--- config.mk ---
export PLATFORM = sky130hd
export DESIGN_NAME = cabac_mb_header_binarizer_core
export DESIGN_NICKNAME = d
export VERILOG_FILES = /design/src/rtl/cmhb_pkg.sv /design/src/rtl/cmhb_front.sv /design/src/rtl/cmhb_queue.sv /design/src/rtl/cmhb_back.sv /design/src/rtl/cabac_mb_header_binarizer_core.sv
export SDC_FILE = /design/constraint.sdc
export NUM_CORES = 1
export LEC_CHECK = 0
export ABC_AREA = 1
export BUFFER_PORTS_ARGS = -buffer_cell sky130_fd_sc_hd__buf_2
export CAP_MARGIN = 15
export CELL_PAD_IN_SITES_DETAIL_PLACEMENT = 0
export CELL_PAD_IN_SITES_GLOBAL_PLACEMENT = 1
export CORE_MARGIN = 2
export CORE_UTILIZATION = 42
export DETAILED_ROUTE_END_ITERATION = 10
export PLACE_DENSITY = 0.81
export SYNTH_ARGS = -nofsm -noshare
export SYNTH_HDL_FRONTEND = slang
export SYNTH_SLANG_ARGS = --single-unit
export TNS_END_PERCENT = 50
--- constraint.sdc ---
create_clock -name clk -period 2.8 [get_ports clk]
set_clock_uncertainty 0.15 [all_clocks]
set_input_delay 0.7 -clock clk [delete_from_list [all_inputs] [get_ports clk]]
set_output_delay 0.7 -clock clk [all_outputs]
set_load 0.02 [all_outputs]
--- src/rtl/cmhb_pkg.sv ---
// Shared types, codes, tables and helpers for the CABAC macroblock-header binarizer.
`timescale 1ns / 1ps

package cmhb_pkg;

    localparam int QUEUE_DEPTH = 2;

    // Element codes carried on the input tuser
    localparam logic [2:0] CMD_MB_TYPE      = 3'd0;
    localparam logic [2:0] CMD_MB_SKIP      = 3'd1;
    localparam logic [2:0] CMD_CHROMA_MODE  = 3'd2;
    localparam logic [2:0] CMD_QP_DELTA     = 3'd3;
    localparam logic [2:0] CMD_END_OF_SLICE = 3'd4;

    // Slice kinds
    localparam logic [1:0] SLICE_I  = 2'd0;
    localparam logic [1:0] SLICE_SI = 2'd1;
    localparam logic [1:0] SLICE_P  = 2'd2;
    localparam logic [1:0] SLICE_B  = 2'd3;

    // Neighbour macroblock kinds
    localparam logic [2:0] KIND_INTER    = 3'd1;
    localparam logic [2:0] KIND_SI       = 3'd2;
    localparam logic [2:0] KIND_I_NXN    = 3'd3;
    localparam logic [2:0] KIND_I_PCM    = 3'd4;
    localparam logic [2:0] KIND_B_SKIP   = 3'd5;
    localparam logic [2:0] KIND_B_DIRECT = 3'd6;

    // Context indexes
    localparam logic [8:0] CTX_TERM      = 9'd276;
    localparam logic [8:0] CTX_SI_PRE    = 9'd0;
    localparam logic [8:0] CTX_I_BASE    = 9'd3;
    localparam logic [8:0] CTX_P_SKIP    = 9'd11;
    localparam logic [8:0] CTX_P_PRE     = 9'd14;
    localparam logic [8:0] CTX_P_SUF     = 9'd17;
    localparam logic [8:0] CTX_B_SKIP    = 9'd24;
    localparam logic [8:0] CTX_B_PRE     = 9'd27;
    localparam logic [8:0] CTX_B_SUF     = 9'd32;
    localparam logic [8:0] CTX_QP_FIRST  = 9'd60;
    localparam logic [8:0] CTX_QP_SECOND = 9'd62;
    localparam logic [8:0] CTX_QP_REST   = 9'd63;
    localparam logic [8:0] CTX_CHROMA    = 9'd64;
    localparam logic [8:0] CTX_CHROMA_R  = 9'd67;

    // B prefix that escapes to an intra suffix
    localparam logic [6:0] B_INTRA_PREFIX = 7'b0111101;

    // Context selection scheme for one run of bins
    typedef enum logic [2:0] {
        SCH_I,
        SCH_SUF,
        SCH_PPRE,
        SCH_BPRE,
        SCH_FLAG,
        SCH_CHROMA,
        SCH_QP
    } sch_t;

    // One run of bins: a bit string MSB first, or a unary run for SCH_QP
    typedef struct packed {
        sch_t       sch;
        logic [6:0] val;
        logic [5:0] len;
        logic [8:0] c0;
    } seg_t;

    // Work for one element as handed from front to back
    typedef struct packed {
        logic err;
        logic two;
        seg_t s0;
        seg_t s1;
    } job_t;

    function automatic seg_t mk_seg(sch_t s, logic [6:0] v, logic [5:0] l, logic [8:0] c);
        seg_t r;
        r.sch = s;
        r.val = v;
        r.len = l;
        r.c0  = c;
        return r;
    endfunction

    function automatic logic [6:0] itype_val(logic [4:0] idx);
        logic [6:0] r;
        case (idx)
            5'd0:  r = 7'h00;
            5'd1:  r = 7'h20;
            5'd2:  r = 7'h21;
            5'd3:  r = 7'h22;
            5'd4:  r = 7'h23;
            5'd5:  r = 7'h48;
            5'd6:  r = 7'h49;
            5'd7:  r = 7'h4A;
            5'd8:  r = 7'h4B;
            5'd9:  r = 7'h4C;
            5'd10: r = 7'h4D;
            5'd11: r = 7'h4E;
            5'd12: r = 7'h4F;
            5'd13: r = 7'h28;
            5'd14: r = 7'h29;
            5'd15: r = 7'h2A;
            5'd16: r = 7'h2B;
            5'd17: r = 7'h58;
            5'd18: r = 7'h59;
            5'd19: r = 7'h5A;
            5'd20: r = 7'h5B;
            5'd21: r = 7'h5C;
            5'd22: r = 7'h5D;
            5'd23: r = 7'h5E;
            5'd24: r = 7'h5F;
            5'd25: r = 7'h03;
            default: r = 7'h00;
        endcase
        return r;
    endfunction

    function automatic logic [5:0] itype_len(logic [4:0] idx);
        logic [5:0] r;
        case (idx)
            5'd0:                                r = 6'd1;
            5'd1, 5'd2, 5'd3, 5'd4:              r = 6'd6;
            5'd13, 5'd14, 5'd15, 5'd16:          r = 6'd6;
            5'd25:                               r = 6'd2;
            default:                             r = 6'd7;
        endcase
        return r;
    endfunction

    function automatic logic [6:0] ptype_val(logic [1:0] idx);
        logic [6:0] r;
        case (idx)
            2'd0:    r = 7'h0;
            2'd1:    r = 7'h3;
            2'd2:    r = 7'h2;
            default: r = 7'h1;
        endcase
        return r;
    endfunction

    function automatic logic [6:0] btype_val(logic [4:0] idx);
        logic [6:0] r;
        case (idx)
            5'd0:  r = 7'h00;
            5'd1:  r = 7'h04;
            5'd2:  r = 7'h05;
            5'd3:  r = 7'h30;
            5'd4:  r = 7'h31;
            5'd5:  r = 7'h32;
            5'd6:  r = 7'h33;
            5'd7:  r = 7'h34;
            5'd8:  r = 7'h35;
            5'd9:  r = 7'h36;
            5'd10: r = 7'h37;
            5'd11: r = 7'h3E;
            5'd12: r = 7'h70;
            5'd13: r = 7'h71;
            5'd14: r = 7'h72;
            5'd15: r = 7'h73;
            5'd16: r = 7'h74;
            5'd17: r = 7'h75;
            5'd18: r = 7'h76;
            5'd19: r = 7'h77;
            5'd20: r = 7'h78;
            5'd21: r = 7'h79;
            5'd22: r = 7'h3F;
            default: r = 7'h00;
        endcase
        return r;
    endfunction

    function automatic logic [5:0] btype_len(logic [4:0] idx);
        logic [5:0] r;
        if (idx == 5'd0)
            r = 6'd1;
        else if (idx <= 5'd2)
            r = 6'd3;
        else if (idx <= 5'd11 || idx == 5'd22)
            r = 6'd6;
        else
            r = 6'd7;
        return r;
    endfunction

endpackage

--- src/rtl/cmhb_front.sv ---
// Front end: slice register, element checks and bin-string/context-base selection.
`timescale 1ns / 1ps

module cmhb_front
(
    input  logic              clk,
    input  logic              rst_n,
    input  logic              cfg_we,
    input  logic [1:0]        cfg_wdata,
    input  logic [2:0]        command,
    input  logic [5:0]        element_value,
    input  logic signed [5:0] qp_delta,
    input  logic              left_present,
    input  logic              left_skipped,
    input  logic [2:0]        left_kind,
    input  logic              left_chroma_nonzero,
    input  logic              above_present,
    input  logic              above_skipped,
    input  logic [2:0]        above_kind,
    input  logic              above_chroma_nonzero,
    output cmhb_pkg::job_t    job
);

    logic [1:0] slice_kind_reg;
    logic [1:0] slice_kind_next;

    logic [8:0] inc_si;
    logic [8:0] inc_i;
    logic [8:0] inc_b;
    logic [8:0] inc_skip;
    logic [8:0] inc_chroma;
    logic [5:0] raw;
    logic [5:0] idx_si;
    logic [5:0] idx_p;
    logic [5:0] idx_b;
    logic signed [7:0] qx;
    logic signed [7:0] qn;
    logic [6:0] chroma_val;
    logic [5:0] chroma_len;

    function automatic logic type_cond(logic present, logic [2:0] kind, logic [1:0] which);
        logic r;
        r = present;
        if (which == 2'd0 && kind == cmhb_pkg::KIND_SI)
            r = 1'b0;
        if (which == 2'd1 && kind == cmhb_pkg::KIND_I_NXN)
            r = 1'b0;
        if (which == 2'd2 && (kind == cmhb_pkg::KIND_B_SKIP || kind == cmhb_pkg::KIND_B_DIRECT))
            r = 1'b0;
        return r;
    endfunction

    function automatic logic chroma_cond(logic present, logic [2:0] kind, logic nz);
        logic inter;
        inter = (kind == cmhb_pkg::KIND_INTER) || (kind == cmhb_pkg::KIND_I_PCM)
             || (kind == cmhb_pkg::KIND_B_SKIP) || (kind == cmhb_pkg::KIND_B_DIRECT);
        return present && !inter && nz;
    endfunction

    always_comb
    begin
        slice_kind_next = cfg_we ? cfg_wdata : slice_kind_reg;
    end

    always_ff @(posedge clk or negedge rst_n)
    begin
        if (!rst_n)
            slice_kind_reg <= cmhb_pkg::SLICE_I;
        else
            slice_kind_reg <= slice_kind_next;
    end

    // Neighbour-dependent context bases
    always_comb
    begin
        inc_si = cmhb_pkg::CTX_SI_PRE
               + 9'(type_cond(left_present, left_kind, 2'd0))
               + 9'(type_cond(above_present, above_kind, 2'd0));
        inc_i  = cmhb_pkg::CTX_I_BASE
               + 9'(type_cond(left_present, left_kind, 2'd1))
               + 9'(type_cond(above_present, above_kind, 2'd1));
        inc_b  = cmhb_pkg::CTX_B_PRE
               + 9'(type_cond(left_present, left_kind, 2'd2))
               + 9'(type_cond(above_present, above_kind, 2'd2));
        inc_skip = ((slice_kind_reg == cmhb_pkg::SLICE_P) ? cmhb_pkg::CTX_P_SKIP
                                                          : cmhb_pkg::CTX_B_SKIP)
                 + 9'(left_present && !left_skipped)
                 + 9'(above_present && !above_skipped);
        inc_chroma = cmhb_pkg::CTX_CHROMA
                   + 9'(chroma_cond(left_present, left_kind, left_chroma_nonzero))
                   + 9'(chroma_cond(above_present, above_kind, above_chroma_nonzero));
    end

    always_comb
    begin
        raw    = element_value;
        idx_si = raw - 6'd1;
        idx_p  = raw - 6'd5;
        idx_b  = raw - 6'd23;
        // bin count of the QP delta: unary ones plus the closing zero
        qx = 8'(qp_delta);
        qn = (qx <= 8'sd0) ? (8'sd1 - (qx <<< 1)) : (qx <<< 1);
        case (raw[1:0])
            2'd0:    chroma_val = 7'b0000000;
            2'd1:    chroma_val = 7'b0000010;
            default: chroma_val = {4'b0000, 2'b11, raw[0]};
        endcase
        chroma_len = (raw[1:0] == 2'd3) ? 6'd3 : (6'(raw[1:0]) + 6'd1);

        job     = '0;
        job.s0  = cmhb_pkg::mk_seg(cmhb_pkg::SCH_FLAG, 7'd0, 6'd1, 9'd0);
        job.s1  = job.s0;
        case (command)
            cmhb_pkg::CMD_MB_TYPE:
            begin
                case (slice_kind_reg)
                    cmhb_pkg::SLICE_I:
                    begin
                        job.err = (raw > 6'd25);
                        job.s0  = cmhb_pkg::mk_seg(cmhb_pkg::SCH_I,
                                      cmhb_pkg::itype_val(raw[4:0]),
                                      cmhb_pkg::itype_len(raw[4:0]), inc_i);
                    end
                    cmhb_pkg::SLICE_SI:
                    begin
                        job.err = (raw > 6'd26);
                        job.two = (raw != 6'd0);
                        job.s0  = cmhb_pkg::mk_seg(cmhb_pkg::SCH_FLAG,
                                      7'(raw != 6'd0), 6'd1, inc_si);
                        job.s1  = cmhb_pkg::mk_seg(cmhb_pkg::SCH_I,
                                      cmhb_pkg::itype_val(idx_si[4:0]),
                                      cmhb_pkg::itype_len(idx_si[4:0]), inc_i);
                    end
                    cmhb_pkg::SLICE_P:
                    begin
                        job.err = (raw > 6'd30) || (raw == 6'd4);
                        if (raw < 6'd4)
                        begin
                            job.s0 = cmhb_pkg::mk_seg(cmhb_pkg::SCH_PPRE,
                                         cmhb_pkg::ptype_val(raw[1:0]), 6'd3,
                                         cmhb_pkg::CTX_P_PRE);
                        end
                        else
                        begin
                            job.two = 1'b1;
                            job.s0  = cmhb_pkg::mk_seg(cmhb_pkg::SCH_FLAG, 7'd1, 6'd1,
                                          cmhb_pkg::CTX_P_PRE);
                            job.s1  = cmhb_pkg::mk_seg(cmhb_pkg::SCH_SUF,
                                          cmhb_pkg::itype_val(idx_p[4:0]),
                                          cmhb_pkg::itype_len(idx_p[4:0]),
                                          cmhb_pkg::CTX_P_SUF);
                        end
                    end
                    default:
                    begin
                        job.err = (raw > 6'd48);
                        if (raw <= 6'd22)
                        begin
                            job.s0 = cmhb_pkg::mk_seg(cmhb_pkg::SCH_BPRE,
                                         cmhb_pkg::btype_val(raw[4:0]),
                                         cmhb_pkg::btype_len(raw[4:0]), inc_b);
                        end
                        else
                        begin
                            job.two = 1'b1;
                            job.s0  = cmhb_pkg::mk_seg(cmhb_pkg::SCH_BPRE,
                                          cmhb_pkg::B_INTRA_PREFIX, 6'd6, inc_b);
                            job.s1  = cmhb_pkg::mk_seg(cmhb_pkg::SCH_SUF,
                                          cmhb_pkg::itype_val(idx_b[4:0]),
                                          cmhb_pkg::itype_len(idx_b[4:0]),
                                          cmhb_pkg::CTX_B_SUF);
                        end
                    end
                endcase
            end
            cmhb_pkg::CMD_MB_SKIP:
            begin
                job.err = (slice_kind_reg == cmhb_pkg::SLICE_I)
                       || (slice_kind_reg == cmhb_pkg::SLICE_SI);
                job.s0  = cmhb_pkg::mk_seg(cmhb_pkg::SCH_FLAG, 7'(raw[0]), 6'd1, inc_skip);
            end
            cmhb_pkg::CMD_CHROMA_MODE:
            begin
                job.err = (raw > 6'd3);
                job.s0  = cmhb_pkg::mk_seg(cmhb_pkg::SCH_CHROMA, chroma_val, chroma_len,
                                           inc_chroma);
            end
            cmhb_pkg::CMD_QP_DELTA:
            begin
                job.err = (qp_delta < -6'sd26) || (qp_delta > 6'sd25);
                job.s0  = cmhb_pkg::mk_seg(cmhb_pkg::SCH_QP, 7'd0, qn[5:0],
                                           cmhb_pkg::CTX_QP_FIRST);
            end
            cmhb_pkg::CMD_END_OF_SLICE:
            begin
                job.s0 = cmhb_pkg::mk_seg(cmhb_pkg::SCH_FLAG, 7'(raw[0]), 6'd1,
                                          cmhb_pkg::CTX_TERM);
            end
            default:
            begin
                job.err = 1'b1;
            end
        endcase
        if (job.err)
            job.two = 1'b0;
    end

endmodule

--- src/rtl/cmhb_queue.sv ---
// Short first-word-fall-through queue of element jobs between front and back.
`timescale 1ns / 1ps

module cmhb_queue
#(
    parameter int DEPTH = cmhb_pkg::QUEUE_DEPTH
)
(
    input  logic           clk,
    input  logic           rst_n,
    input  logic           push,
    input  cmhb_pkg::job_t push_data,
    output logic           full,
    input  logic           pop,
    output logic           head_valid,
    output cmhb_pkg::job_t head_data
);

    localparam int PTR_W = (DEPTH > 1) ? $clog2(DEPTH) : 1;
    localparam int CNT_W = $clog2(DEPTH + 1);
    localparam logic [PTR_W-1:0] LAST_PTR = PTR_W'(DEPTH - 1);
    localparam logic [CNT_W-1:0] FULL_CNT = CNT_W'(DEPTH);

    cmhb_pkg::job_t store_reg [DEPTH];

    logic [PTR_W-1:0] wr_ptr_reg;
    logic [PTR_W-1:0] wr_ptr_next;
    logic [PTR_W-1:0] rd_ptr_reg;
    logic [PTR_W-1:0] rd_ptr_next;
    logic [CNT_W-1:0] count_reg;
    logic [CNT_W-1:0] count_next;

    assign full       = (count_reg == FULL_CNT);
    assign head_valid = (count_reg != '0);
    assign head_data  = store_reg[rd_ptr_reg];

    always_comb
    begin
        wr_ptr_next = wr_ptr_reg;
        rd_ptr_next = rd_ptr_reg;
        count_next  = count_reg;
        if (push)
            wr_ptr_next = (wr_ptr_reg == LAST_PTR) ? '0 : wr_ptr_reg + PTR_W'(1);
        if (pop)
            rd_ptr_next = (rd_ptr_reg == LAST_PTR) ? '0 : rd_ptr_reg + PTR_W'(1);
        if (push && !pop)
            count_next = count_reg + CNT_W'(1);
        else if (pop && !push)
            count_next = count_reg - CNT_W'(1);
    end

    always_ff @(posedge clk or negedge rst_n)
    begin
        if (!rst_n)
        begin
            wr_ptr_reg <= '0;
            rd_ptr_reg <= '0;
            count_reg  <= '0;
        end
        else
        begin
            wr_ptr_reg <= wr_ptr_next;
            rd_ptr_reg <= rd_ptr_next;
            count_reg  <= count_next;
        end
    end

    always_ff @(posedge clk)
    begin
        if (push)
            store_reg[wr_ptr_reg] <= push_data;
    end

    a_no_overflow: assert property (@(posedge clk) disable iff (!rst_n)
        count_reg <= FULL_CNT)
        else $error("queue count beyond depth");

    a_no_push_full: assert property (@(posedge clk) disable iff (!rst_n)
        full && !pop |-> !push)
        else $error("push into full queue");

    a_no_pop_empty: assert property (@(posedge clk) disable iff (!rst_n)
        pop |-> head_valid)
        else $error("pop from empty queue");

endmodule

--- src/rtl/cmhb_back.sv ---
// Back end: walks queued jobs one bin per cycle unless stalled; registers beats.
`timescale 1ns / 1ps

module cmhb_back
(
    input  logic           clk,
    input  logic           rst_n,
    input  logic           head_valid,
    input  cmhb_pkg::job_t head_data,
    output logic           pop,
    output logic           out_valid,
    input  logic           out_ready,
    output logic           out_bin,
    output logic [8:0]     out_ctx,
    output logic           out_term,
    output logic           out_err,
    output logic           out_last
);

    logic       seg_sel_reg;
    logic       seg_sel_next;
    logic [5:0] k_reg;
    logic [5:0] k_next;
    logic       valid_reg;
    logic       valid_next;
    logic       bin_reg;
    logic [8:0] ctx_reg;
    logic       err_reg;
    logic       last_reg;

    cmhb_pkg::seg_t cur;
    logic       advance;
    logic       emit;
    logic [7:0] vpad;
    logic [2:0] pos;
    logic [2:0] pos3;
    logic [2:0] pos1;
    logic       b3;
    logic       b1;
    logic       seg_end;
    logic       bin_c;
    logic [8:0] ctx_c;
    logic       last_c;

    assign advance = !valid_reg || out_ready;
    assign emit    = advance && head_valid;

    always_comb
    begin
        cur     = seg_sel_reg ? head_data.s1 : head_data.s0;
        vpad    = {1'b0, cur.val};
        pos     = cur.len[2:0] - 3'd1 - k_reg[2:0];
        pos3    = cur.len[2:0] - 3'd4;
        pos1    = cur.len[2:0] - 3'd2;
        b3      = vpad[pos3];
        b1      = vpad[pos1];
        seg_end = (k_reg == cur.len - 6'd1);
        bin_c   = vpad[pos];
        ctx_c   = cur.c0;
        unique case (cur.sch)
            cmhb_pkg::SCH_I:
            begin
                case (k_reg)
                    6'd0:    ctx_c = cur.c0;
                    6'd1:    ctx_c = cmhb_pkg::CTX_TERM;
                    6'd2:    ctx_c = 9'd6;
                    6'd3:    ctx_c = 9'd7;
                    6'd4:    ctx_c = b3 ? 9'd8 : 9'd9;
                    6'd5:    ctx_c = b3 ? 9'd9 : 9'd10;
                    default: ctx_c = 9'd10;
                endcase
            end
            cmhb_pkg::SCH_SUF:
            begin
                case (k_reg)
                    6'd0:    ctx_c = cur.c0;
                    6'd1:    ctx_c = cmhb_pkg::CTX_TERM;
                    6'd2:    ctx_c = cur.c0 + 9'd1;
                    6'd3:    ctx_c = cur.c0 + 9'd2;
                    6'd4:    ctx_c = cur.c0 + (b3 ? 9'd2 : 9'd3);
                    default: ctx_c = cur.c0 + 9'd3;
                endcase
            end
            cmhb_pkg::SCH_PPRE:
            begin
                case (k_reg)
                    6'd0:    ctx_c = 9'd14;
                    6'd1:    ctx_c = 9'd15;
                    default: ctx_c = b1 ? 9'd17 : 9'd16;
                endcase
            end
            cmhb_pkg::SCH_BPRE:
            begin
                case (k_reg)
                    6'd0:    ctx_c = cur.c0;
                    6'd1:    ctx_c = 9'd30;
                    6'd2:    ctx_c = b1 ? 9'd31 : 9'd32;
                    default: ctx_c = 9'd32;
                endcase
            end
            cmhb_pkg::SCH_FLAG:
            begin
                ctx_c = cur.c0;
            end
            cmhb_pkg::SCH_CHROMA:
            begin
                ctx_c = (k_reg == 6'd0) ? cur.c0 : cmhb_pkg::CTX_CHROMA_R;
            end
            cmhb_pkg::SCH_QP:
            begin
                // ones then a closing zero
                bin_c = !seg_end;
                case (k_reg)
                    6'd0:    ctx_c = cmhb_pkg::CTX_QP_FIRST;
                    6'd1:    ctx_c = cmhb_pkg::CTX_QP_SECOND;
                    default: ctx_c = cmhb_pkg::CTX_QP_REST;
                endcase
            end
            default:
            begin
                ctx_c = cur.c0;
            end
        endcase
        last_c = head_data.err || (seg_end && (seg_sel_reg || !head_data.two));
        if (head_data.err)
        begin
            bin_c = 1'b0;
            ctx_c = '0;
        end
    end

    always_comb
    begin
        pop          = emit && last_c;
        seg_sel_next = seg_sel_reg;
        k_next       = k_reg;
        if (emit)
        begin
            if (last_c)
            begin
                seg_sel_next = 1'b0;
                k_next       = '0;
            end
            else if (seg_end)
            begin
                seg_sel_next = 1'b1;
                k_next       = '0;
            end
            else
            begin
                k_next = k_reg + 6'd1;
            end
        end
        if (emit)
            valid_next = 1'b1;
        else if (out_ready)
            valid_next = 1'b0;
        else
            valid_next = valid_reg;
    end

    always_ff @(posedge clk or negedge rst_n)
    begin
        if (!rst_n)
        begin
            seg_sel_reg <= 1'b0;
            k_reg       <= '0;
            valid_reg   <= 1'b0;
        end
        else
        begin
            seg_sel_reg <= seg_sel_next;
            k_reg       <= k_next;
            valid_reg   <= valid_next;
        end
    end

    always_ff @(posedge clk)
    begin
        if (emit)
        begin
            bin_reg  <= bin_c;
            ctx_reg  <= ctx_c;
            err_reg  <= head_data.err;
            last_reg <= last_c;
        end
    end

    assign out_valid = valid_reg;
    assign out_bin   = bin_reg;
    assign out_ctx   = ctx_reg;
    assign out_term  = (ctx_reg == cmhb_pkg::CTX_TERM);
    assign out_err   = err_reg;
    assign out_last  = last_reg;

    a_err_is_last: assert property (@(posedge clk) disable iff (!rst_n)
        valid_reg && err_reg |-> last_reg && !bin_reg && ctx_reg == '0)
        else $error("error beat not a lone last beat");

    a_second_seg_exists: assert property (@(posedge clk) disable iff (!rst_n)
        seg_sel_reg |-> head_valid && head_data.two && !head_data.err)
        else $error("second run selected without one queued");

    a_stall_holds: assert property (@(posedge clk) disable iff (!rst_n)
        valid_reg && !out_ready |=> valid_reg && $stable(ctx_reg) && $stable(last_reg))
        else $error("result beat changed while stalled");

    a_walk_in_bounds: assert property (@(posedge clk) disable iff (!rst_n)
        head_valid && !head_data.err |-> k_reg < cur.len)
        else $error("bin counter past end of run");

endmodule

--- src/rtl/cabac_mb_header_binarizer_core.sv ---
// Top level of the CABAC macroblock-header binarizer and context selector.
`timescale 1ns / 1ps

// Binarizes one macroblock-header syntax element per input transfer and
// emits one result transfer per bin, MSB first, with its ctxIdx; context 276
// marks terminate coding and tlast marks the final bin. An element that
// cannot be coded in the current slice gives one error transfer. The front
// end classifies an element in the cycle it is accepted and pushes it into a
// short queue (QUEUE_DEPTH entries); the back end walks the queue head and
// delivers one bin per cycle through an output register unless m_axis_tready
// stalls it. An element gives 1 bin for flags and errors, up to 13 for mb_type,
// 1 to 53 for the QP delta; bins pass the queue, then the output register.
// Unstalled, single-bin elements stream at one per cycle. The user must write
// slice_kind through cfg_we/cfg_wdata while the block is idle (not enforced).
module cabac_mb_header_binarizer_core
#(
    parameter int QUEUE_DEPTH = cmhb_pkg::QUEUE_DEPTH
)
(
    input  logic        clk,
    input  logic        rst_n,
    input  logic        cfg_we,
    input  logic [1:0]  cfg_wdata,      // slice_kind
    input  logic        s_axis_tvalid,
    output logic        s_axis_tready,
    // [5:0] element_value, [11:6] qp_delta, [12] left_present, [13] left_skipped,
    // [16:14] left_kind, [17] left_chroma_nonzero, [18] above_present,
    // [19] above_skipped, [22:20] above_kind, [23] above_chroma_nonzero
    input  logic [23:0] s_axis_tdata,
    input  logic [2:0]  s_axis_tuser,   // [2:0] command
    output logic        m_axis_tvalid,
    input  logic        m_axis_tready,
    output logic [15:0] m_axis_tdata,   // [0] bin, [9:1] context_index, [15:10] zero
    output logic [1:0]  m_axis_tuser,   // [0] terminate_mode, [1] error
    output logic        m_axis_tlast
);

    cmhb_pkg::job_t front_job;
    cmhb_pkg::job_t head_job;
    logic           q_full;
    logic           q_head_valid;
    logic           q_pop;
    logic           push;
    logic           out_bin;
    logic [8:0]     out_ctx;
    logic           out_term;
    logic           out_err;

    assign s_axis_tready = !q_full;
    assign push          = s_axis_tvalid && !q_full;

    cmhb_front u_front
    (
        .clk                  (clk),
        .rst_n                (rst_n),
        .cfg_we               (cfg_we),
        .cfg_wdata            (cfg_wdata),
        .command              (s_axis_tuser),
        .element_value        (s_axis_tdata[5:0]),
        .qp_delta             (s_axis_tdata[11:6]),
        .left_present         (s_axis_tdata[12]),
        .left_skipped         (s_axis_tdata[13]),
        .left_kind            (s_axis_tdata[16:14]),
        .left_chroma_nonzero  (s_axis_tdata[17]),
        .above_present        (s_axis_tdata[18]),
        .above_skipped        (s_axis_tdata[19]),
        .above_kind           (s_axis_tdata[22:20]),
        .above_chroma_nonzero (s_axis_tdata[23]),
        .job                  (front_job)
    );

    cmhb_queue #(.DEPTH(QUEUE_DEPTH)) u_queue
    (
        .clk        (clk),
        .rst_n      (rst_n),
        .push       (push),
        .push_data  (front_job),
        .full       (q_full),
        .pop        (q_pop),
        .head_valid (q_head_valid),
        .head_data  (head_job)
    );

    cmhb_back u_back
    (
        .clk        (clk),
        .rst_n      (rst_n),
        .head_valid (q_head_valid),
        .head_data  (head_job),
        .pop        (q_pop),
        .out_valid  (m_axis_tvalid),
        .out_ready  (m_axis_tready),
        .out_bin    (out_bin),
        .out_ctx    (out_ctx),
        .out_term   (out_term),
        .out_err    (out_err),
        .out_last   (m_axis_tlast)
    );

    assign m_axis_tdata = {6'b000000, out_ctx, out_bin};
    assign m_axis_tuser = {out_err, out_term};

endmodule

==> metrics.md <==
| Metric | Value |
|---|---|
| Core Region | `0.02030 mm2` |
| Ys Warns | `0` |
| Initial Util | `0.4307` |
| H-tree depth | `3` |
| Post-route ant nets | `0` |
| DRT iter0 DRCs | `568` |
| Failing checks | `negative setup slack` |
| Mapped Cells | `1,152` |
| GR Overflow Total | `0` |
| Worst skew pair latency | `360 ps` |
| Final nets | `1,433` |
| Crit path arrival time | `3070 ps` |
| Die ar. | `0.02198 mm2` |
| CTS max path bufs | `2` |
| Max reg flops | `86` |
| CP Capture Type | `flop` |
| CTS sink count | `112` |
| Slowest stage delay, CP | `450 ps` |
| # hold bufs at CTS | `0` |
| I/O pin total | `55` |
| Hold Path Class | `primary input to asynchronous set/reset pin` |
| Vias in the first global route | `8,028` |
| Mapped Area | `0.008742 mm2` |
| Die width | `148.3 um` |
| Buf/Inv on CP | `4` |
| VDD IR max | `0.4997 mV` |
| Yosys reg bits | `112` |
| Power Total | `12.33 mW` |
| Pins Over Slew Limit | `0` |
| Rows | `52` |
| Average size of a mapped cell | `7.589 um2` |
| CP top delay family | `simple AND/OR/NAND/NOR gates` |
| Final hold vios | `0` |
| Library cells used by synthesis | `62` |
| Drt first pass iters | `5` |
| CTS clk-pin slew, worst paths | `80 ps` |
| Setup violations, final | `11` |
| Slowest-stage cell, CP | `dfrtp_2` |
| Root Driver | `clkbuf_16` |
| Max Fclk | `332.7 MHz` |
| Critical path, cell by cell | `buf_12 -> inv_16 -> nand2_2 -> nand2_1 -> nand2_1 -> nand2_2 -> nand2_2 -> nand3_2 -> nand3_2 -> nand3_2 -> ha_4 -> inv_2 -> fa_2 -> or2_4 -> nor2_4 -> buf_4 -> nand2_1 -> nand3_1 -> nand3_1 -> a31oi_1` |
| Power per cell area | `1106 mW/mm2` |
| Leak pwr | `5.091 nW` |
| Share of cells above drive strength 1 | `0.2674` |
| Pin count of the biggest net entering global routing | `45` |
| Global placer's final weighted congestion | `0.9249` |
| Slew at the pin closest to its max-slew limit | `585.0 ps` |
| Post-synthesis sequential area ratio | `0.3767` |
| First-pass GRT wire length | `41,710 um` |
| RSZ-0062 raised after global routing | `true` |
| Final Worst Setup Slack | `-206.1 ps` |
| Hold slack | `133.9 ps` |
| ANT cells | `0` |
| Max-slew headroom | `0.6050` |
| WP data required | `2860 ps` |
| Initial antenna violation count | `0` |
| Core Util, Final | `0.5489` |
| Setup CP Type | `flop to flop` |
| Via/cell ratio | `5.251` |
| Detailed Route WL | `27,030 um` |
| Clock tree from TritonCTS | `built` |
| Final worst-path cycle share | `1.074` |
| Most frequent cells in the layout | `255 x nand2_1, 160 x buf_4, 126 x inv_1` |
| Area growth, synth to finish | `27.45%` |
| Chip height | `148.3 um` |
| Most common cell after layout, fill and taps aside | `nand2_1` |
| Drt drc | `0` |
| Number of max-cap violations | `0` |
| Fin crit period | `3006 ps` |
| WL per Instance | `16.64 um` |
| IO Port Bufs | `48` |
| Outcome | `complete, but fails checks` |
| Via total after detailed routing | `8,527` |
| CTS Buf Count | `9` |
| Top fanout value on the critical path | `8` |
| DP Wirelength | `20,370 um` |
| CP Launch Type | `flop` |
| GRT Util Overall | `0.2430` |
[routing by layer]
metal,share of wire,vias to the layer above,GRT usage,routed length (um)
met4,0.044,0,0.1081,1177
met1,0.43,3934,0.3112,11570
met5,0,-,0,0
li1,-,4252,-,-
met2,0.48,282,0.4139,13000
met3,0.047,59,0.02945,1279
[cells by family (layout without fill, tap and decap cells)]
kind of cell,Yosys count,in the layout,share of synthesized area
AO/OA/AOI/OAI,209,209,0.1433
AND/OR/NAND/NOR,571,571,0.2857
other,1,6,0.0004290
buffers and inverters,190,387,0.09890
flip-flops,112,112,0.3767
XOR/XNOR,18,18,0.01975
multiplexers,1,1,0.001145
adder cells (fa/ha/maj),50,50,0.07414
[path summary, 6_finish.rpt]
check                                startpoint                    to  slack, ps  cells past startpoint
max in group asynchronous                 rst_n    u_queue.rd_ptr_reg       2030                      1
setup / recovery             u_queue.rd_ptr_reg     u_back.out_ctx[4]       -210                     20
hold / removal                            rst_n       u_back.k_reg[4]        130                      1
min in group clk           u_queue.count_reg[0]  u_queue.count_reg[0]        330                      1
setup reg to reg             u_queue.rd_ptr_reg     u_back.out_ctx[4]       -210                     20
hold reg to reg            u_queue.count_reg[0]  u_queue.count_reg[0]        330                      1
[through the flow]
step / setup TNS, ps / std cells / cell area, um2 / setup WS [ps]
after global routing: -3808 / 1624 / 11140 / -356.1
after detailed placement: -3929 / 1565 / 10080 / -347.6
after CTS: -524.5 / 1620 / 10990 / -152.9
after global placement: -3441 / 1565 / 10080 / -278.0
final: -1302 / 1624 / 11140 / -206.1
after floorplan: -350.2 / 1157 / 8766 / -114.7
[worst reg2reg max path, stage by stage, from the launching register on]
cell	delay, ps
dfrtp_2	450
buf_12	170
inv_16	70
nand2_2	60
nand2_1	60
nand2_1	60
nand2_2	130
nand2_2	90
nand3_2	90
nand3_2	100
nand3_2	110
ha_4	150
inv_2	40
fa_2	330
or2_4	280
nor2_4	100
buf_4	110
nand2_1	40
nand3_1	80
nand3_1	70
a31oi_1	130
[cells in the mapped netlist (all sizes together)]
cell | number | area share
a211oi | 4 | 0.0034
a21boi | 1 | 0.00086
a21o | 1 | 0.00086
a21oi | 68 | 0.040
a221oi | 1 | 0.0010
a22o | 1 | 0.0010
a22oi | 3 | 0.0026
a31o | 1 | 0.0010
a31oi | 10 | 0.0089
a32o | 1 | 0.0011
a41oi | 1 | 0.0010
and2 | 1 | 0.00072
buf | 31 | 0.030
clkbuf | 8 | 0.0034
clkinv | 3 | 0.0013
conb | 1 | 0.00043
dfrtp | 14 | 0.040
edfxtp | 98 | 0.34
fa | 3 | 0.0069
ha | 47 | 0.067
inv | 148 | 0.064
mux2i | 1 | 0.0011
nand2 | 290 | 0.13
nand3 | 112 | 0.066
nand3b | 1 | 0.00086
nand4 | 9 | 0.0064
nor2 | 124 | 0.058
nor3 | 26 | 0.019
nor4 | 3 | 0.0021
o2111ai | 3 | 0.0030
o211ai | 14 | 0.012
o21ai | 81 | 0.049
o21bai | 2 | 0.0017
o22ai | 3 | 0.0021
o311ai | 3 | 0.0030
o31ai | 7 | 0.0060
o32ai | 2 | 0.0020
o41ai | 2 | 0.0020
or2 | 5 | 0.0036
xnor2 | 5 | 0.0050
xor2 | 13 | 0.015
[power by group]
| group | total (mW) | internal (mW) | switching [mW] | leakage (nW) |
|---|---|---|---|---|
| combinational | 8.29 | 3.45 | 4.84 | 3.79 |
| sequential | 2.52 | 2.36 | 0.156 | 1.13 |
| clock | 1.52 | 0.893 | 0.630 | 0.172 |
[area by class of cell]
| cell class | instances | area [um2] |
|---|---|---|
| Clock inverter | 6 | 126.4 |
| Timing Repair inverter | 2 | 17.52 |
| Fill cell | 1909 | 9158 |
| Sequential cell | 112 | 3294 |
| Tap cell | 270 | 337.8 |
| Inverter | 151 | 585.6 |
| Timing Repair Buffer | 218 | 1630 |
| Multi-Input combinational cell | 855 | 4921 |
| Clock buffer | 10 | 229.0 |
[timing repair]
| item | CTS | global route |
|---|---|---|
| setup buffers | 35 | 4 |
| resized for setup | 57 | 25 |
| setup endpoints to repair | 8 | 19 |
| cloned | 4 | 0 |
| pin swaps | 23 | 21 |
No activity file was read; power rests on OpenSTA's default activity.
